[config.mk]
export PLATFORM = sky130hd
export DESIGN_NAME = trb_ctrl
export DESIGN_NICKNAME = d
export VERILOG_FILES = /design/src/rtl/trb_pkg.sv /design/src/rtl/trb_ctrl.sv
export SDC_FILE = /design/constraint.sdc
export NUM_CORES = 1
export LEC_CHECK = 0
export BUFFER_PORTS_ARGS = -buffer_cell sky130_fd_sc_hd__buf_2
export CAP_MARGIN = 30
export CELL_PAD_IN_SITES_DETAIL_PLACEMENT = 1
export CELL_PAD_IN_SITES_GLOBAL_PLACEMENT = 1
export CORE_AREA = 2 2 39 41
export DETAILED_ROUTE_END_ITERATION = 8
export DIE_AREA = 0 0 41 43
export GPL_TIMING_DRIVEN = 1
export HOLD_SLACK_MARGIN = 0.1
export MAX_ROUTING_LAYER = met4
export PLACE_DENSITY = 0.5
export SYNTH_ARGS = -nofsm -noshare
export SYNTH_HDL_FRONTEND = slang
export SYNTH_SLANG_ARGS = --single-unit
[constraint.sdc]
create_clock -name clk -period 1.4 [get_ports clk]
set_clock_uncertainty 0.1 [all_clocks]
set_input_delay 0 -clock clk [delete_from_list [all_inputs] [get_ports clk]]
set_output_delay 0 -clock clk [all_outputs]
set_load 0.1 [all_outputs]
[src/rtl/trb_pkg.sv]
// trb_pkg: shared codes and control structs for the trace ring buffer.
// Used by trb_ctrl, trb_datapath and trace_ring_buffer_top. No dependencies.
package trb_pkg;

    // Item mode codes
    localparam logic [2:0] MODE_INSERT = 3'd0;
    localparam logic [2:0] MODE_LOCK   = 3'd1;
    localparam logic [2:0] MODE_UNLOCK = 3'd2;
    localparam logic [2:0] MODE_READ   = 3'd3;
    localparam logic [2:0] MODE_CLEAR  = 3'd4;

    // Configuration register indexes
    localparam int CFG_IDX_W = 2;
    localparam logic [CFG_IDX_W-1:0] CFG_WRAP_ENABLE = 2'd0;
    localparam logic [CFG_IDX_W-1:0] CFG_SIZE_LOG2   = 2'd1;
    localparam logic [CFG_IDX_W-1:0] CFG_OWNER_MASK  = 2'd2;
    localparam int CFG_DATA_W = 32;

    // Register reset values
    localparam logic [3:0]  SIZE_LOG2_RESET  = 4'd10;
    localparam logic [31:0] OWNER_MASK_RESET = 32'hFFFF_FFFF;
    localparam logic [3:0]  SIZE_LOG2_MIN    = 4'd4;

    // Saturation limits
    localparam logic [7:0]  LOCK_MAX    = 8'hFF;
    localparam logic [15:0] BLOCKED_MAX = 16'hFFFF;

    // Controller to datapath
    typedef struct packed {
        logic accept;     // input beat taken this cycle
        logic scan_next;  // scan miss, step to the next slot
        logic scan_done;  // scan ends, push the read result
        logic clr_step;   // clearing pass writes one slot
    } trb_cmd_t;

    // Datapath to controller
    typedef struct packed {
        logic skid_full;  // result skid holds a beat
        logic rd_scan;    // input item is a read that walks the store
        logic is_clear;   // input item is a clear
        logic scan_hit;   // slot under scan holds a selected record
        logic scan_last;  // slot under scan is the newest one
        logic clr_last;   // clearing pass is at the last slot
    } trb_status_t;

endpackage

[src/rtl/trb_ctrl.sv]
// trb_ctrl: controller state machine for the trace ring buffer.
// Depends on trb_pkg; drives trb_datapath through trb_cmd_t.
module trb_ctrl
    import trb_pkg::*;
(
    input  logic        clk,
    input  logic        rst_n,
    input  logic        in_valid,
    output logic        in_stall,
    input  trb_status_t st,
    output trb_cmd_t    cmd
);

    localparam logic [1:0] ST_IDLE  = 2'd0;
    localparam logic [1:0] ST_SCAN  = 2'd1;
    localparam logic [1:0] ST_CLEAR = 2'd2;

    logic [1:0] state_reg;
    logic [1:0] state_next;

    // Next state and commands
    always_comb
    begin
        state_next = state_reg;
        cmd        = '0;
        in_stall   = 1'b1;
        unique case (state_reg)
            ST_IDLE:
            begin
                in_stall   = st.skid_full;
                cmd.accept = in_valid && !st.skid_full;
                if (cmd.accept && st.rd_scan)
                begin
                    state_next = ST_SCAN;
                end
                else if (cmd.accept && st.is_clear)
                begin
                    state_next = ST_CLEAR;
                end
            end
            ST_SCAN:
            begin
                if (st.scan_hit || st.scan_last)
                begin
                    cmd.scan_done = 1'b1;
                    state_next    = ST_IDLE;
                end
                else
                begin
                    cmd.scan_next = 1'b1;
                end
            end
            ST_CLEAR:
            begin
                cmd.clr_step = 1'b1;
                if (st.clr_last)
                begin
                    state_next = ST_IDLE;
                end
            end
            default:
            begin
                state_next = ST_IDLE;
            end
        endcase
    end

    // State register; reset starts the clearing pass
    always_ff @(posedge clk or negedge rst_n)
    begin
        if (!rst_n)
        begin
            state_reg <= ST_CLEAR;
        end
        else
        begin
            state_reg <= state_next;
        end
    end

    // At most one action per cycle
    a_cmd_onehot: assert property (@(posedge clk) disable iff (!rst_n)
        $onehot0({cmd.accept, cmd.scan_next, cmd.scan_done, cmd.clr_step}))
        else $error("trb_ctrl: more than one command active");

    // Clearing pass ends back in idle
    a_clear_exit: assert property (@(posedge clk) disable iff (!rst_n)
        (state_reg == ST_CLEAR && st.clr_last) |=> (state_reg == ST_IDLE))
        else $error("trb_ctrl: clearing pass did not return to idle");

    // Input is held off outside idle
    a_busy_stall: assert property (@(posedge clk) disable iff (!rst_n)
        (state_reg != ST_IDLE) |-> in_stall)
        else $error("trb_ctrl: input not stalled while busy");

endmodule

==> results.rst <==
.. list-table::
   :header-rows: 1

   * - Metric
     - Value
   * - Final period util
     - 97.0%
   * - Post-detailed-route wirelength per cell
     - 10.6 um
   * - Number of cells after detailed placement
     - 41
   * - Largest family of logic cells by synthesized area
     - simple AND/OR/NAND/NOR gates
   * - Share of post-route cells with drive strength above 1
     - 68.4%
   * - Crit-path max FO
     - 2
   * - Antenna diodes
     - 0
   * - Max FFs per register
     - 2
   * - Antenna violations before repair
     - 0
   * - Count of mapped cells out of synthesis
     - 12
   * - Total congestion overflow after global routing
     - 0
   * - Count of input and output buffers
     - 13
   * - Die H
     - 43 um
   * - Most common cell after layout, fill and taps aside
     - buf_2
   * - Maximum clock frequency
     - 737 MHz
   * - Global placer's final weighted congestion
     - 0.582
   * - Arrival @ worst endpoint
     - 1.26 ns
   * - DRT antenna net count
     - 0
   * - Synthesized Nets
     - 21
   * - Final setup violation count
     - 0
   * - Top post-synthesis cells by area
     - dfstp_2 (19%), dfrtp_1 (18%), nor4b_4 (17%)
   * - Commonest cells after routing, fill and taps aside
     - buf_2 (8), dlygate4sd3_1 (7), buf_12 (5), clkbuf_4 (3)
   * - Cells traversed along the worst timing path
     - dlygate4sd3_1 > buf_2 > nor4b_4 > buf_12
   * - CP startpoint kind
     - input port
   * - Count of boundary I/O pins
     - 14
   * - CP endpoint kind
     - output pin
   * - Outcome
     - finished clean
   * - Simple logic cell fraction of the synthesized area
     - 45.1%
   * - Share of the synthesized area in compound gates (AO/OA/AOI/OAI)
     - 13.3%
   * - Xor and xnor fraction of the mapped netlist area
     - 0%
   * - Largest net degree at the start of global routing
     - 6
   * - CTS tree
     - yes
   * - Shortest period the worst path allows
     - 1.36 ns
   * - Minimum setup slack after placement
     - 0.141 ns
   * - Length of the first detailed-routing pass in iterations
     - 1
   * - LEAKAGE
     - 0.000207 uW
   * - Combined global-route utilization of all metal layers
     - 7.92%
   * - Post-synthesis adder-cell area fraction
     - 0%
   * - Wire length of the first global-routing pass
     - 869 um
   * - Required arrival time at the worst endpoint
     - 1.30 ns
   * - Starting density of the core
     - 10.2%
   * - Master cell of the clock root buffer
     - clkbuf_4
   * - Buffers from clock root to sink, at most
     - 2
   * - Vias in the first global route
     - 217
   * - Synth-to-Final Area Change
     - 211%
   * - Final standard cell count with taps included and fillers excluded
     - 54
   * - Fillers
     - 162
   * - Clock H-tree levels
     - 1
   * - HPWL after detailed placement
     - 470 um
   * - Top cell type by total area after synthesis
     - dfstp_2
   * - Total power consumption of the routed design
     - 376 uW
   * - Average instance area after synthesis
     - 11.8 sq um
   * - Hold slack
     - 0.0624 ns
   * - Netlist cell types
     - 11
   * - Number of slew-limit violations in the final report
     - 0
   * - Via/cell ratio
     - 3.74
   * - Worst VDD drop
     - 0.000318 V
   * - Post-synthesis register bit count
     - 2
   * - Maxcap violations
     - 0
   * - # DRC
     - 0
   * - Clk slew on worst S/H paths
     - 0.04 ns
   * - Number of buffers added by the clock tree synthesis step
     - 3
   * - Total routed wirelength
     - 575 um
   * - Post-synthesis sequential area ratio
     - 36.3%
   * - Synthesized area
     - 141 sq um
   * - Share of Yosys cell area claimed by the top area cell type
     - 18.6%
   * - Relative slew slack
     - 77.1%
   * - Via Count
     - 202
   * - Largest incremental delay on the critical path
     - 0.53 ns
   * - Post-layout utilization of the core
     - 31.7%
   * - Post-layout nets
     - 48
   * - Crit path setup slack, layout
     - 0.0423 ns
   * - Slew at the pin with the worst max-slew slack
     - 0.342 ns
   * - YS warnings
     - 0
   * - Mux cell area share after synthesis
     - 0%
   * - Latest clock arrival within the worst-skew pair
     - 0.23 ns
   * - Placeable core region
     - 1380 sq um
   * - Post-cts hold buffer count
     - 7
   * - Die outline area
     - 1760 sq um
   * - Path type of the worst min-delay path
     - input port to flip-flop
   * - Fin. Hold Viols
     - 0
   * - Cell with the largest stage delay on the worst path
     - dlygate4sd3_1
   * - Critical path start-end classification
     - input port to output pin
   * - Starting DRT DRC Count
     - 0
   * - Site Rows
     - 14
   * - DIE WIDTH
     - 41 um
   * - Cell area power density
     - 857 nW/um^2
   * - Number of clock sinks seen by CTS
     - 2
[cell usage after synthesis (all sizes together)]
cell and instances:
nor3b 1, inv 2, dfrtp 1, dfstp 1, nor2 1, nor2b 1, a32o 1, or3 1
a21o 1, nor4b 2
[where the power goes]
group	leakage (uW)	internal [uW]	total (uW)	switching [uW]
Clock	0.0000150	106	145	39.2
Sequential	0.0000223	63.3	70.2	6.86
Combinational	0.000170	71.9	161	89.0
Total	0.000207	241	376	135
[timing repair]
| action | in CTS | in global routing |
|---|---|---|
| endpoints found under the hold margin | 4 | 1 |
| pin swaps | 0 | 1 |
| setup endpoints to repair | 2 | 3 |
| gates cloned | 0 | 0 |
| gates resized for setup | 3 | 4 |
| buffers inserted | 0 | 2 |
[per-stage QoR]
step	area (sq um)	setup TNS, ns
3_5_place_dp	303	0
5_1_grt	439	-0.00276
4_1_cts	407	-0.0227
2_1_floorplan	158	-2.07
3_3_place_gp	303	0
6_report	439	0
[path summary, 6_finish.rpt]
kind                                                 end  slack, ns  cells past startpoint                      from
max in group asynchronous       state_reg[0]$_DFFE_PN0P_       0.54                      3                     rst_n
worst max-delay path                              cmd[2]       0.04                      4                     st[2]
worst min-delay path            state_reg[0]$_DFFE_PN0P_       0.06                      3                     st[5]
worst max register to register  state_reg[0]$_DFFE_PN0P_       0.23                      3  state_reg[1]$_DFFE_PN1P_
worst min register to register  state_reg[0]$_DFFE_PN0P_       0.59                      2  state_reg[0]$_DFFE_PN0P_
min in group asynchronous       state_reg[1]$_DFFE_PN1P_       0.17                      2                     rst_n
[layer usage]
layer | track usage (%) | up-vias | part of all wire [%]
met4 | 6.00 | 0 | 3.1
li1 | - | 97 | -
met2 | 9.69 | 16 | 44
met3 | 3.14 | 2 | 11
met1 | 9.97 | 87 | 42
met5 | - | - | 0
[final cells by class]
| cell class | instances | area [sq um] | share of cell area [%] |
|---|---|---|---|
| timing repair buffer | 22 | 225 | 51.3 |
| tap | 16 | 20.0 | 4.56 |
| multi-input combinational | 8 | 108 | 24.5 |
| inverter | 2 | 7.51 | 1.71 |
| sequential | 2 | 52.6 | 12.0 |
| clock buffer | 4 | 26.3 | 5.98 |
[kinds of logic (layout without fill, tap and decap cells)]
family | count (synthesis) | in the layout
flops | 2 | 2
compound gates | 2 | 2
simple gates | 6 | 6
buf+inv | 2 | 28
[critical path, delay by kind of cell]
kind | cells | cell delay [ns]
simple gates | 1 | 0.36
buf+inv | 3 | 0.89
Note: power is estimated with default switching activity, not from simulation.
